### config.mk
export PLATFORM = sky130hd
export DESIGN_NAME = serial_frame_deframer
export DESIGN_NICKNAME = d
export VERILOG_FILES = /design/src/rtl/sfd_pkg.sv /design/src/rtl/sfd_parser.sv /design/src/rtl/sfd_fifo.sv /design/src/rtl/serial_frame_deframer.sv
export SDC_FILE = /design/constraint.sdc
export NUM_CORES = 1
export LEC_CHECK = 0
export BUFFER_PORTS_ARGS = -buffer_cell sky130_fd_sc_hd__clkbuf_2
export CAP_MARGIN = 10
export CORE_MARGIN = 4
export CORE_UTILIZATION = 50
export DETAILED_ROUTE_END_ITERATION = 7
export PLACE_DENSITY = 0.68
export SYNTH_ARGS = -nofsm -noshare
export SYNTH_HDL_FRONTEND = slang
export SYNTH_SLANG_ARGS = --single-unit
### constraint.sdc
create_clock -name clk_i -period 8.18 [get_ports clk_i]
set_input_delay 0.409 -clock clk_i [delete_from_list [all_inputs] [get_ports clk_i]]
set_output_delay 0.409 -clock clk_i [all_outputs]
set_load 0.02 [all_outputs]
### src/rtl/sfd_pkg.sv
// Shared types and constants for the serial frame deframer.
// Parser phases, header bytes, result kinds and the result record.
// No dependencies.
package sfd_pkg;

  // Frame header bytes and register reset value
  localparam logic [7:0] HDR0          = 8'h0D;
  localparam logic [7:0] HDR1          = 8'h0A;
  localparam logic [7:0] HDR2          = 8'h7E;
  localparam logic [7:0] MAX_LEN_RESET = 8'd80;

  // Result kinds
  localparam logic KIND_PAYLOAD = 1'b0;
  localparam logic KIND_EOF     = 1'b1;

  // Parser phases
  typedef enum logic [2:0] {
    PH_H0   = 3'd0,
    PH_H1   = 3'd1,
    PH_H2   = 3'd2,
    PH_TYPE = 3'd3,
    PH_LEN  = 3'd4,
    PH_DATA = 3'd5,
    PH_CHK  = 3'd6
  } phase_e;

  // One result item
  typedef struct packed {
    logic       kind;
    logic [7:0] payload_byte;
    logic [7:0] byte_index;
    logic [7:0] frame_type;
    logic [7:0] frame_length;
    logic       checksum_ok;
    logic [7:0] computed_sum;
  } res_t;

endpackage

### src/rtl/sfd_parser.sv
// Front end of the deframer: header hunt, type/length capture, payload count
// and running checksum. Emits one result record per payload or checksum byte.
// Depends on sfd_pkg.
module sfd_parser import sfd_pkg::*; (
  input  logic       clk_i,
  input  logic       rst_ni,
  // configuration write
  input  logic       cfg_we_i,
  input  logic [7:0] cfg_data_i,
  // byte input
  input  logic       in_valid_i,
  input  logic       q_full_i,
  output logic       in_ready_o,
  input  logic [7:0] rx_byte_i,
  // result push into the queue
  output logic       push_o,
  output res_t       res_o
);

  phase_e     phase_q, phase_d;
  logic [7:0] sum_q, sum_d;
  logic [7:0] type_q, type_d;
  logic [7:0] len_q, len_d;
  logic [7:0] cnt_q, cnt_d;
  logic [7:0] max_len_q;
  logic       accept;
  logic       emit;
  logic [7:0] sum_add;
  logic [7:0] cnt_inc;

  assign in_ready_o = !q_full_i;
  assign accept     = in_valid_i && !q_full_i;
  assign sum_add    = sum_q + rx_byte_i;
  assign cnt_inc    = cnt_q + 8'd1;

  // Next phase
  always_comb begin
    phase_d = phase_q;
    if (accept) begin
      unique case (phase_q)
        PH_H1:   phase_d = (rx_byte_i == HDR1) ? PH_H2 : PH_H0;
        PH_H2:   phase_d = (rx_byte_i == HDR2) ? PH_TYPE : PH_H0;
        PH_TYPE: phase_d = PH_LEN;
        PH_LEN: begin
          if (rx_byte_i > max_len_q) begin
            phase_d = PH_H0;
          end else begin
            phase_d = (rx_byte_i == 8'd0) ? PH_CHK : PH_DATA;
          end
        end
        PH_DATA: phase_d = (cnt_inc >= len_q) ? PH_CHK : PH_DATA;
        PH_CHK:  phase_d = PH_H0;
        default: phase_d = (rx_byte_i == HDR0) ? PH_H1 : PH_H0;
      endcase
    end
  end

  // Frame context and outputs
  always_comb begin
    sum_d = sum_q;
    type_d = type_q;
    len_d = len_q;
    cnt_d = cnt_q;
    emit = 1'b0;
    res_o = '0;
    res_o.frame_type = type_q;
    res_o.frame_length = len_q;
    unique case (phase_q)
      PH_H1:   if (rx_byte_i == HDR1) sum_d = sum_add;
      PH_H2:   if (rx_byte_i == HDR2) sum_d = sum_add;
      PH_TYPE: begin
        type_d = rx_byte_i;
        sum_d  = sum_add;
      end
      PH_LEN: begin
        if (rx_byte_i <= max_len_q) begin
          len_d = rx_byte_i;
          cnt_d = 8'd0;
          sum_d = sum_add;
        end
      end
      PH_DATA: begin
        sum_d = sum_add;
        cnt_d = cnt_inc;
        emit  = 1'b1;
        res_o.kind = KIND_PAYLOAD;
        res_o.payload_byte = rx_byte_i;
        res_o.byte_index = cnt_q;
        res_o.computed_sum = sum_add;
      end
      PH_CHK: begin
        emit = 1'b1;
        res_o.kind = KIND_EOF;
        res_o.checksum_ok = (rx_byte_i == sum_q);
        res_o.computed_sum = sum_q;
      end
      default: if (rx_byte_i == HDR0) sum_d = HDR0;
    endcase
  end

  assign push_o = accept && emit;

  // State registers
  always_ff @(posedge clk_i or negedge rst_ni) begin
    if (!rst_ni) begin
      phase_q <= PH_H0;
      sum_q   <= '0;
      type_q  <= '0;
      len_q   <= '0;
      cnt_q   <= '0;
    end else begin
      phase_q <= phase_d;
      if (accept) begin
        sum_q  <= sum_d;
        type_q <= type_d;
        len_q  <= len_d;
        cnt_q  <= cnt_d;
      end
    end
  end

  // Max length register
  always_ff @(posedge clk_i or negedge rst_ni) begin
    if (!rst_ni) begin
      max_len_q <= MAX_LEN_RESET;
    end else if (cfg_we_i) begin
      max_len_q <= cfg_data_i;
    end
  end

endmodule

### src/rtl/sfd_fifo.sv
// Short result queue between the parser and the output channel.
// Register-based ring buffer holding result records.
// Depends on sfd_pkg.
module sfd_fifo import sfd_pkg::*; #(
  parameter int Depth = 4
) (
  input  logic clk_i,
  input  logic rst_ni,
  input  logic wr_en_i,
  input  res_t wr_data_i,
  output logic full_o,
  output logic rd_valid_o,
  input  logic rd_en_i,
  output res_t rd_data_o
);

  localparam int IdxW = (Depth > 1) ? $clog2(Depth) : 1;
  localparam int CntW = $clog2(Depth + 1);
  localparam logic [IdxW-1:0] LastIdx = IdxW'(Depth - 1);

  res_t            mem_q [Depth];
  logic [IdxW-1:0] wr_ptr_q, wr_ptr_d;
  logic [IdxW-1:0] rd_ptr_q, rd_ptr_d;
  logic [CntW-1:0] cnt_q, cnt_d;
  logic            do_wr;
  logic            do_rd;

  assign full_o     = (cnt_q == CntW'(Depth));
  assign rd_valid_o = (cnt_q != '0);
  assign rd_data_o  = mem_q[rd_ptr_q];
  assign do_wr      = wr_en_i && !full_o;
  assign do_rd      = rd_en_i && rd_valid_o;

  // Pointer and count update
  always_comb begin
    wr_ptr_d = wr_ptr_q;
    rd_ptr_d = rd_ptr_q;
    cnt_d    = cnt_q;
    if (do_wr) wr_ptr_d = (wr_ptr_q == LastIdx) ? '0 : wr_ptr_q + 1'b1;
    if (do_rd) rd_ptr_d = (rd_ptr_q == LastIdx) ? '0 : rd_ptr_q + 1'b1;
    if (do_wr && !do_rd) cnt_d = cnt_q + 1'b1;
    else if (do_rd && !do_wr) cnt_d = cnt_q - 1'b1;
  end

  always_ff @(posedge clk_i or negedge rst_ni) begin
    if (!rst_ni) begin
      wr_ptr_q <= '0;
      rd_ptr_q <= '0;
      cnt_q    <= '0;
    end else begin
      wr_ptr_q <= wr_ptr_d;
      rd_ptr_q <= rd_ptr_d;
      cnt_q    <= cnt_d;
    end
  end

  // Storage
  always_ff @(posedge clk_i) begin
    if (do_wr) mem_q[wr_ptr_q] <= wr_data_i;
  end

endmodule

### src/rtl/serial_frame_deframer.sv
// Serial frame deframer: finds 0D 0A 7E headers in a byte stream and
// passes out payload bytes plus an end-of-frame checksum verdict.
// Usage:
//   s_axis carries one received byte per item. m_axis carries results:
//   tuser = kind (0 payload byte, 1 end of frame), tdata = frame fields.
//   cfg writes the maximum payload length (reset 80); frames declaring a
//   longer payload are dropped. Write it only while the block is idle.
// Timing:
//   One byte is accepted per cycle unless the result queue is full; each payload
//   or checksum byte queues one result for m_axis; header, type and length bytes give none.
//   The rate is set by the parser's registered sum and count update.
// Stall / reset:
//   Results wait in a FifoDepth-entry queue; s_axis_tready drops only when
//   it is full, so a stalled receiver backs up into the input after
//   FifoDepth results. Reset empties the queue and restarts the header hunt.
// Depends on sfd_pkg, sfd_parser, sfd_fifo.
module serial_frame_deframer import sfd_pkg::*; #(
  parameter int FifoDepth = 4
) (
  input  logic        clk_i,
  input  logic        rst_ni,
  // configuration
  input  logic        cfg_valid_i,
  output logic        cfg_ready_o,
  input  logic [7:0]  cfg_data_i,     // max_length
  // byte input
  input  logic        s_axis_tvalid,
  output logic        s_axis_tready,
  input  logic [7:0]  s_axis_tdata,   // [7:0] rx_byte
  // result output
  output logic        m_axis_tvalid,
  input  logic        m_axis_tready,
  output logic [47:0] m_axis_tdata,   // [7:0] payload_byte, [15:8] byte_index,
                                      // [23:16] frame_type, [31:24] frame_length,
                                      // [32] checksum_ok, [40:33] computed_sum
  output logic        m_axis_tuser    // [0] kind
);

  logic q_full;
  logic push;
  res_t push_res;
  res_t out_res;

  assign cfg_ready_o = 1'b1;

  // Front: parse and classify bytes
  sfd_parser u_parser (
    .clk_i      (clk_i),
    .rst_ni     (rst_ni),
    .cfg_we_i   (cfg_valid_i),
    .cfg_data_i (cfg_data_i),
    .in_valid_i (s_axis_tvalid),
    .q_full_i   (q_full),
    .in_ready_o (s_axis_tready),
    .rx_byte_i  (s_axis_tdata),
    .push_o     (push),
    .res_o      (push_res)
  );

  // Back: result queue feeding the output channel
  sfd_fifo #(
    .Depth (FifoDepth)
  ) u_fifo (
    .clk_i      (clk_i),
    .rst_ni     (rst_ni),
    .wr_en_i    (push),
    .wr_data_i  (push_res),
    .full_o     (q_full),
    .rd_valid_o (m_axis_tvalid),
    .rd_en_i    (m_axis_tready),
    .rd_data_o  (out_res)
  );

  // Output packing
  assign m_axis_tuser = out_res.kind;
  assign m_axis_tdata = {7'd0, out_res.computed_sum, out_res.checksum_ok,
                         out_res.frame_length, out_res.frame_type,
                         out_res.byte_index, out_res.payload_byte};

endmodule

==> impl_metrics.env, run 1 <==
export IMPL_cts_hold_buf=0
export IMPL_io_buffers=64
export IMPL_place_gp_congestion=0.822
export IMPL_synth_area_leaders="edfxtp_1 (53%), dfrtp_1 (13%), mux4_2 (10%)"
export IMPL_final_common_cell="edfxtp_1"
export IMPL_arrival_ns=3.13
export IMPL_nFillCells=1465
export IMPL_start_util_pct=50.7
export IMPL_cp_start_kind="register"
export IMPL_slew_headroom_pct=19.1
export IMPL_syn_inst=579
export IMPL_async_reset_ff_share_pct=22.9
export IMPL_finish_utilization_pct=57.3
export IMPL_design_area_um2=10700
export IMPL_hpwlAfterDp_um=11700
export IMPL_yosysTopAreaCellShare_pct=53.4
export IMPL_dr_pass1_iters=5
export IMPL_skew_ns=0.0190
export IMPL_rsz0062_at_grt="no"
export IMPL_crit_path_end_kind="register"
export IMPL_p_total_w=0.00241
export IMPL_dieArea_um2=21200
export IMPL_post_route_period_util_pct=37.1
export IMPL_worstRegToRegCells=4
export IMPL_ys_seq_elements=218
export IMPL_antenna_found_initial=0
export IMPL_drv_slew=0
export IMPL_grt_pass1_vias=5568
export IMPL_cp_max_fo=42
export IMPL_die_h_um=145
export IMPL_fin_ws_ns=5.15
export IMPL_powerDensity_nw_per_um2=226
export IMPL_min_period_ns=3.03
export IMPL_postRouteAntennaNets=0
export IMPL_grt_max_degree=51
export IMPL_drc_errors=0
export IMPL_fin_nets=701
export IMPL_post_cts_resize_count=0
export IMPL_holdCritPathClass="in -> async"
export IMPL_yosysWarnings=0
export IMPL_fin_tns_setup_ns=0
export IMPL_synth_top_cell_by_area="edfxtp_1"
export IMPL_final_hold_viol_count=0
export IMPL_io_pins=73
export IMPL_status="finished, final reports clean"
export IMPL_n_antenna_cell=0
export IMPL_vias=5189
export IMPL_crit_path_cell_trace="inv_1 -> and3_1 -> o21a_1 -> and2_2"
export IMPL_dp_slack_ns=5.15
export IMPL_cts_buffers=23
export IMPL_via_per_inst=5.78
export IMPL_critical_path_startpoint="u_parser.phase_q[0]$_DFFE_PN0P_"
export IMPL_syn_area_um2=9450
export IMPL_p_leak_nw=3.87
export IMPL_cts_num_sinks=218
export IMPL_wl_per_cell_um=20.7
export IMPL_drt_iter0_markers=403
export IMPL_drv_cap=0
export IMPL_syn_avg_cell_area_um2=16.3
export IMPL_finalSetupViolations=0
export IMPL_overflow=0
export IMPL_grtUsageTotal_pct=17.9
export IMPL_clk_pin_slew_ns=0.06
export IMPL_htreeDepth=1
export IMPL_dpl_cell_area_um2=9980
export IMPL_area_growth_pct=13.1
export IMPL_rows=50
export IMPL_synth_edf_count=168
export IMPL_ir_drop_v=0.000127
export IMPL_drive_above_1_share_pct=27.4
export IMPL_post_cts_setup_buffers=0
export IMPL_synth_ff_type="edfxtp_1"
export IMPL_seq_area_frac_synth_pct=66.6
export IMPL_die_x_um=145
export IMPL_worst_path_max_delay_cell="and2_2"
export IMPL_final_cell_mix="edfxtp_1 (168), clkbuf_2 (64), dfrtp_1 (46)"
export IMPL_clk_path_buf_depth=3
export IMPL_routed_wl_um=18600
export IMPL_grt_pass1_wl_um=30300
export IMPL_cts_root_buf="clkbuf_16"
export IMPL_timing_fmax_mhz=330
export IMPL_worst_setup_path_type="reg -> reg"
export IMPL_core_um2=18600
export IMPL_r2r_start="u_parser.phase_q[0]$_DFFE_PN0P_"
export IMPL_cts_tree="done"
export IMPL_critPathMaxStageDelay_ns=1.01
export IMPL_required_ns=8.28
export IMPL_synth_cell_types=58
export IMPL_tightestPinTransition_ns=1.21
export IMPL_clk_latency_ns=0.49
==> metrics by stage <==
| stage | std cells | hold WS [ns] |
|---|---|---|
| final | 898 | 0.0360 |
| after global routing | 898 | 0.111 |
| after CTS | 897 | 0.0501 |
| after detailed placement | 856 | 0.515 |
| after global placement | 856 | 0.493 |
| after floorplan | 585 | 0.113 |
==> report_power, final <==
part           leakage [nW]  total (W)  internal [W]  switching, W
Clock                 0.334   0.000947      0.000548      0.000399
Combinational          1.47   0.000241      0.000103      0.000138
Sequential             2.07    0.00122       0.00120     0.0000196
Total                  3.87    0.00241       0.00185      0.000557
==> critical path, delay by kind of cell, from the launching register on <==
kind                   cells  cell delay (ns)
AND/OR/NAND/NOR            2             1.51
flip-flops                 1             0.54
AO/OA/AOI/OAI              1             0.36
buffers and inverters      1             0.20
==> logic make-up after synthesis <==
| logic type | Yosys count | share of synthesized area (%) |
|---|---|---|
| DFF | 218 | 66.6 |
| and+or+nand+nor | 119 | 6.59 |
| AOI/OAI and AO/OA | 70 | 5.07 |
| muxes | 68 | 13.3 |
| buffers and inverters | 54 | 2.46 |
| adders and majority gates | 32 | 4.40 |
| xor gates and xnor gates | 16 | 1.48 |
| other | 2 | 0.0795 |
==> registers in the layout (all words and copies together), names as in the netlist <==
name and flops:
u_parser.sum_q 8, u_parser.cnt_q 8, u_fifo.mem_q 168, u_parser.max_len_q 8, u_parser.len_q 8, u_parser.type_q 8, u_fifo.rd_ptr_q 2, u_fifo.wr_ptr_q 2
u_fifo.cnt_q 3, u_parser.phase_q 3
==> final timing paths <==
path,to,slack (ns)
min reg2reg,u_parser.max_len_q[0]$_DFFE_PN0P_,0.53
min,u_parser.max_len_q[3]$_DFFE_PN0P_,0.04
max in group asynchronous,u_fifo.rd_ptr_q[0]$_DFFE_PN0P_,7.67
min in group clk_i,u_parser.max_len_q[4]$_DFFE_PN1P_,0.12
max reg2reg,u_fifo.mem_q[3][0]$_DFFE_PP_,5.15
max,u_fifo.mem_q[3][0]$_DFFE_PP_,5.15
==> cell usage after synthesis, drive strengths merged, types with 3 or more instances <==
cell type  instances
a21oi             14
nor2              24
xnor2              9
xor2               7
nor3               9
o21ai             22
nand3              8
buf               12
and3               4
a211o              3
nor2b              4
clkbuf            19
nand2             31
ha                30
dfrtp             48
a32o               6
edfxtp           168
or4                3
mux4              42
nand4              3
a21o               8
or3                5
and2              20
mux2              24
inv               23
==> layout make-up <==
type	instances	area (um2)	share of cell area, %
Tap cell	234	293	2.74
Multi-Input combinational cell	313	2950	27.6
Sequential cell	218	6300	59.0
Clock inverter	14	98.8	0.925
Clock buffer	27	591	5.53
Inverter	23	86.3	0.808
Timing Repair Buffer	69	370	3.47
==> per-layer routing <==
metal	track usage [%]	vias up	wire, um
li1	-	2343	-
met1	23.8	2679	7910
met2	31.7	139	9520
met3	2.65	28	845
met4	4.23	0	346
met5	0	-	0
Note: power is estimated with default switching activity, not from simulation.
==> run 2: changes to the inputs <==
==> constraint.sdc (replaced) <==
create_clock -name clk_i -period 2.8 [get_ports clk_i]
set_input_delay 0.14 -clock clk_i [delete_from_list [all_inputs] [get_ports clk_i]]
set_output_delay 0.14 -clock clk_i [all_outputs]
set_load 0.02 [all_outputs]
==> impl_metrics.env, run 2 (synthesis gave the netlist of run 1 again) <==
export IMPL_place_gp_congestion=0.920
export IMPL_dp_slack_ns=0.0505
export IMPL_status="finished, final reports clean"
export IMPL_cts_buffers=23
export IMPL_dr_wl_met2_um=10000
export IMPL_dieArea_um2=21200
export IMPL_overflow=0
export IMPL_dr_wl_met3_um=847
export IMPL_fin_nets=730
export IMPL_antenna_found_initial=0
export IMPL_worst_path_max_delay_cell="dfstp_2"
export IMPL_rows=50
export IMPL_cp_num_cells=7
export IMPL_routed_wl_um=19100
export IMPL_skew_ns=0.0161
export IMPL_cp_start_kind="register"
export IMPL_drive_above_1_share_pct=29.3
export IMPL_nFillCells=1390
export IMPL_top_layer_used="met4"
export IMPL_final_hold_viol_count=0
export IMPL_grt_pass1_vias=5759
export IMPL_clk_latency_ns=0.51
export IMPL_finalSetupViolations=0
export IMPL_grt_pass1_wl_um=30900
export IMPL_postRouteAntennaNets=0
export IMPL_crit_path_end_kind="register"
export IMPL_worst_setup_path_type="reg -> reg"
export IMPL_wl_per_cell_um=20.6
export IMPL_timing_fmax_mhz=380
export IMPL_drv_slew=0
export IMPL_tightestPinTransition_ns=0.539
export IMPL_via_per_inst=5.74
export IMPL_fin_ws_ns=0.172
export IMPL_ir_drop_v=0.000518
export IMPL_cp_max_fo=8
export IMPL_die_h_um=145
export IMPL_start_util_pct=50.7
export IMPL_die_x_um=145
export IMPL_powerDensity_nw_per_um2=680
export IMPL_rsz0062_at_grt="no"
export IMPL_grt_max_degree=43
export IMPL_critical_path_top_delay_family="simple AND/OR/NAND/NOR gates"
export IMPL_path_buf_inv=1
export IMPL_r2r_slack_ns=0.17
export IMPL_htreeDepth=1
export IMPL_fin_tns_setup_ns=0
export IMPL_area_growth_pct=17.5
export IMPL_largest_reg_flops=168
export IMPL_cts_num_sinks=218
export IMPL_r2r_start="u_parser.max_len_q[6]$_DFFE_PN1P_"
export IMPL_vias=5327
export IMPL_core_um2=18600
export IMPL_drt_iter0_markers=323
export IMPL_holdCritPathClass="in -> reg"
export IMPL_cts_tree="done"
export IMPL_dr_pass1_iters=5
export IMPL_clk_pin_slew_ns=0.06
export IMPL_drc_errors=0
export IMPL_arrival_ns=3.01
export IMPL_hpwlAfterDp_um=12300
export IMPL_wl_met1_um=7680
export IMPL_post_cts_setup_buffers=0
export IMPL_p_leak_nw=4.06
export IMPL_regMostFlops="u_fifo.mem_q"
export IMPL_grtUsageTotal_pct=18.4
export IMPL_critPathMaxStageDelay_ns=0.51
export IMPL_n_antenna_cell=0
export IMPL_final_common_cell="edfxtp_1"
export IMPL_post_route_period_util_pct=93.9
export IMPL_slew_headroom_pct=64.1
export IMPL_cts_root_buf="clkbuf_16"
export IMPL_io_buffers=64
export IMPL_crit_path_cell_trace="inv_1 -> ha_1 -> nand4_1 -> o21ai_0 -> and2_0 -> and3_1 -> mux2_2"
export IMPL_required_ns=3.18
export IMPL_min_period_ns=2.63
export IMPL_critical_path_startpoint="u_parser.max_len_q[6]$_DFFE_PN1P_"
export IMPL_io_pins=73
export IMPL_clk_path_buf_depth=3
export IMPL_drv_cap=0
export IMPL_timing_rr_end="u_parser.len_q[7]$_DFFE_PN0P_"
export IMPL_worstRegToRegCells=7
export IMPL_cp_endpoint="u_parser.len_q[7]$_DFFE_PN0P_"
export IMPL_final_cell_mix="edfxtp_1 (168), clkbuf_2 (64), dfrtp_1 (45)"
==> run 2: how the worst min path moves through the flow <==
| stage | end | startpoint | slack (ns) | cells after the start |
|---|---|---|---|---|
| 4_1_cts | u_parser.max_len_q[3]$_DFFE_PN0P_ | cfg_valid_i | 0.005 | 2 |
| 3_5_place_dp | u_parser.max_len_q[0]$_DFFE_PN0P_ | rst_ni | 0.06 | 1 |
| 6_report | u_parser.max_len_q[3]$_DFFE_PN0P_ | cfg_valid_i | 0.01 | 2 |
| 3_3_place_gp | u_parser.max_len_q[0]$_DFFE_PN0P_ | rst_ni | 0.06 | 1 |
| 2_1_floorplan | u_fifo.cnt_q[0]$_DFFE_PN0P_ | rst_ni | -0.16 | 0 |
| 5_1_grt | u_parser.type_q[0]$_DFFE_PN0P_ | s_axis_tdata[0] | 0.04 | 2 |
==> run 2: what timing repair did <==
item                                   CTS  global route
hold buffers                            15             0
setup endpoints to repair                0             2
endpoints found under the hold margin   20             0
gates resized for setup                  0             3
==> run 2: per-layer routing <==
metal  vias up  GRT usage (%)
li1       2414              -
met5         -              0
met1      2714           23.1
met3        41           3.02
met2       158           32.7
met4         0           5.98
==> run 2: cell type report <==
class / instances / area, um2 / share of cell area, %
Sequential cell: 218 / 6300 / 56.8
Multi-Input combinational cell: 313 / 2960 / 26.6
Tap cell: 234 / 293 / 2.64
Clock buffer: 27 / 611 / 5.50
Inverter: 23 / 86.3 / 0.778
Timing Repair Buffer: 98 / 651 / 5.86
Clock inverter: 15 / 204 / 1.84
==> run 2: power by group <==
group	switching, W	leakage [nW]	internal, W
Combinational	0.000392	1.61	0.000332
Clock	0.00121	0.396	0.00202
Sequential	0.0000786	2.06	0.00351
Total	0.00168	4.06	0.00587
==> run 2: stage by stage <==
stage	total power, W	cells	utilization [%]	area (um2)	hold WS [ns]
2_1_floorplan	0.00416	585	-	9480	-0.156
3_3_place_gp	0.00433	871	54.3	10100	0.0574
3_5_place_dp	0.00436	871	54.3	10100	0.0589
4_1_cts	0.00763	928	59.5	11100	0.00518
5_1_grt	0.00784	928	59.6	11100	0.0391
6_report	0.00755	928	59.6	11100	0.0132
==> run 3: changes to the inputs <==
--- a/config.mk
+++ b/config.mk
@@ -11,6 +11,7 @@
 export CORE_UTILIZATION = 50
 export DETAILED_ROUTE_END_ITERATION = 7
 export PLACE_DENSITY = 0.68
+export RECOVER_POWER = 100
 export SYNTH_ARGS = -nofsm -noshare
 export SYNTH_HDL_FRONTEND = slang
 export SYNTH_SLANG_ARGS = --single-unit
==> impl_metrics.env, run 3 (synthesis gave the netlist of run 1 again) <==
export IMPL_status="finished, final reports clean"
export IMPL_p_leak_nw=3.91
export IMPL_crit_path_cell_trace="ha_2 -> nand3_1 -> nor2_1 -> xor2_1 -> ha_1 -> a21oi_1 -> o21ai_0 -> a221oi_2 -> o21ai_0 -> a311oi_1 -> a211oi_1"
export IMPL_clk_pin_slew_ns=0.06
export IMPL_n_antenna_cell=0
export IMPL_post_route_period_util_pct=93.9
export IMPL_final_cell_mix="edfxtp_1 (168), dfrtp_1 (45), mux4_2 (42)"
export IMPL_drt_iter0_markers=363
export IMPL_grt_max_degree=43
export IMPL_hpwlAfterDp_um=12300
export IMPL_grt_pass1_vias=5759
export IMPL_drv_slew=0
export IMPL_critPathMaxStageDelay_ns=0.41
export IMPL_final_hold_viol_count=0
export IMPL_largest_reg_flops=168
export IMPL_cp_start_kind="register"
export IMPL_rows=50
export IMPL_register_area_um2=6300
export IMPL_via_per_inst=5.72
export IMPL_place_gp_congestion=0.920
export IMPL_clk_latency_ns=0.51
export IMPL_drive_above_1_share_pct=22.9
export IMPL_core_um2=18600
export IMPL_cts_num_sinks=218
export IMPL_finish_utilization_pct=58.9
export IMPL_min_period_ns=2.63
export IMPL_clk_path_buf_depth=3
export IMPL_crit_path_end_kind="register"
export IMPL_drv_cap=0
export IMPL_fin_tns_setup_ns=0
export IMPL_fin_nets=730
export IMPL_ir_drop_v=0.000517
export IMPL_die_x_um=145
export IMPL_wl_per_cell_um=20.7
export IMPL_cpMostUsedCell="o21ai_0"
export IMPL_drc_errors=0
export IMPL_tightestPinTransition_ns=1.09
export IMPL_antenna_found_initial=0
export IMPL_cts_tree="done"
export IMPL_p_total_w=0.00753
export IMPL_io_pins=73
export IMPL_rsz0062_at_grt="no"
export IMPL_worst_path_max_delay_cell="dfrtp_1"
export IMPL_htreeDepth=1
export IMPL_postRouteAntennaNets=0
export IMPL_cp_max_fo=5
export IMPL_overflow=0
export IMPL_arrival_ns=3.00
export IMPL_vias=5311
export IMPL_slew_headroom_pct=27.2
export IMPL_holdCritPathClass="in -> reg"
export IMPL_grtUsageTotal_pct=18.4
export IMPL_multi_input_area_um2=2930
export IMPL_dr_pass1_iters=5
export IMPL_die_h_um=145
export IMPL_grt_pass1_wl_um=30900
export IMPL_worst_setup_path_type="reg -> reg"
export IMPL_timing_fmax_mhz=380
export IMPL_finalSetupViolations=0
export IMPL_skew_ns=0.0146
export IMPL_powerDensity_nw_per_um2=686
export IMPL_start_util_pct=50.7
export IMPL_regMostFlops="u_fifo.mem_q"
export IMPL_dieArea_um2=21200
export IMPL_io_buffers=64
export IMPL_cts_buffers=23
export IMPL_nFillCells=1424
export IMPL_required_ns=3.17
export IMPL_cts_root_buf="clkbuf_16"
export IMPL_post_cts_setup_buffers=0
export IMPL_final_common_cell="edfxtp_1"
export IMPL_routed_wl_um=19200
export IMPL_area_growth_pct=16.2
==> run 3: cell count changes in the layout (fill, tap and decap cells not counted), moves of 5 or more <==
cell	delta
and2_0	+15
and2_1	-14
buf_4	-12
clkbuf_1	+38
clkbuf_2	-26
mux2_1	+5
mux2_4	-5
==> run 3: critical path, delay by kind of cell, from the launching register on <==
| kind | cells | cell delay [ns] |
|---|---|---|
| AOI/OAI and AO/OA | 6 | 1.06 |
| xor gates and xnor gates | 1 | 0.22 |
| adders and majority gates | 2 | 0.53 |
| DFF | 1 | 0.41 |
| and+or+nand+nor | 2 | 0.28 |
==> run 3: layout make-up <==
type,instances,area share (%)
clock buffers,27,5.56
flip-flops and latches,218,57.4
multi-input cells,313,26.7
inverters,23,0.786
clock inverters,15,1.86
repair buffers,98,5.10
well taps,234,2.67
==> run 3: final timing paths <==
| kind | from | to | slack (ns) | cells after the start |
|---|---|---|---|---|
| min | cfg_valid_i | u_parser.max_len_q[3]$_DFFE_PN0P_ | 0.01 | 2 |
| min in group asynchronous | rst_ni | u_parser.max_len_q[3]$_DFFE_PN0P_ | 0.20 | 2 |
| min reg2reg | u_parser.sum_q[5]$_DFFE_PN0P_ | u_parser.sum_q[5]$_DFFE_PN0P_ | 0.53 | 1 |
| max reg2reg | u_parser.cnt_q[1]$_DFFE_PN0P_ | u_parser.phase_q[1]$_DFFE_PN0P_ | 0.17 | 11 |
| max in group asynchronous | rst_ni | u_parser.cnt_q[0]$_DFFE_PN0P_ | 1.03 | 3 |
| max | u_parser.cnt_q[1]$_DFFE_PN0P_ | u_parser.phase_q[1]$_DFFE_PN0P_ | 0.17 | 11 |
==> run 3: metal layers <==
| layer | vias up | part of all wire [%] | global-route usage [%] |
|---|---|---|---|
| met5 | - | 0 | 0 |
| met4 | 0 | 3.1 | 5.98 |
| met3 | 44 | 4.1 | 3.02 |
| met2 | 152 | 52 | 32.7 |
| met1 | 2707 | 40 | 23.1 |
| li1 | 2408 | - | - |
==> run 3: what timing repair did <==
action,in CTS,in global routing
resized for setup,0,3
endpoints found under the setup margin,0,2
hold endpoints to repair,20,0
hold buffers,15,0
==> run 3: through the flow <==
stage | worst slack (ns) | hold WS, ns | cell area, um2 | cells
after floorplan | 0.282 | -0.156 | 9480 | 585
after global placement | 0.260 | 0.0574 | 10100 | 871
after detailed placement | 0.0505 | 0.0589 | 10100 | 871
after CTS | 0.0141 | 0.00518 | 11100 | 928
after global routing | 0.0176 | 0.0392 | 11000 | 928
final | 0.171 | 0.0107 | 11000 | 928
==> run 3: where the power goes <==
group | internal (W) | switching [W] | leakage, nW | total [W]
Combinational | 0.000309 | 0.000391 | 1.45 | 0.000700
Sequential | 0.00351 | 0.0000798 | 2.06 | 0.00359
Clock | 0.00202 | 0.00122 | 0.396 | 0.00324
Total | 0.00584 | 0.00169 | 3.91 | 0.00753
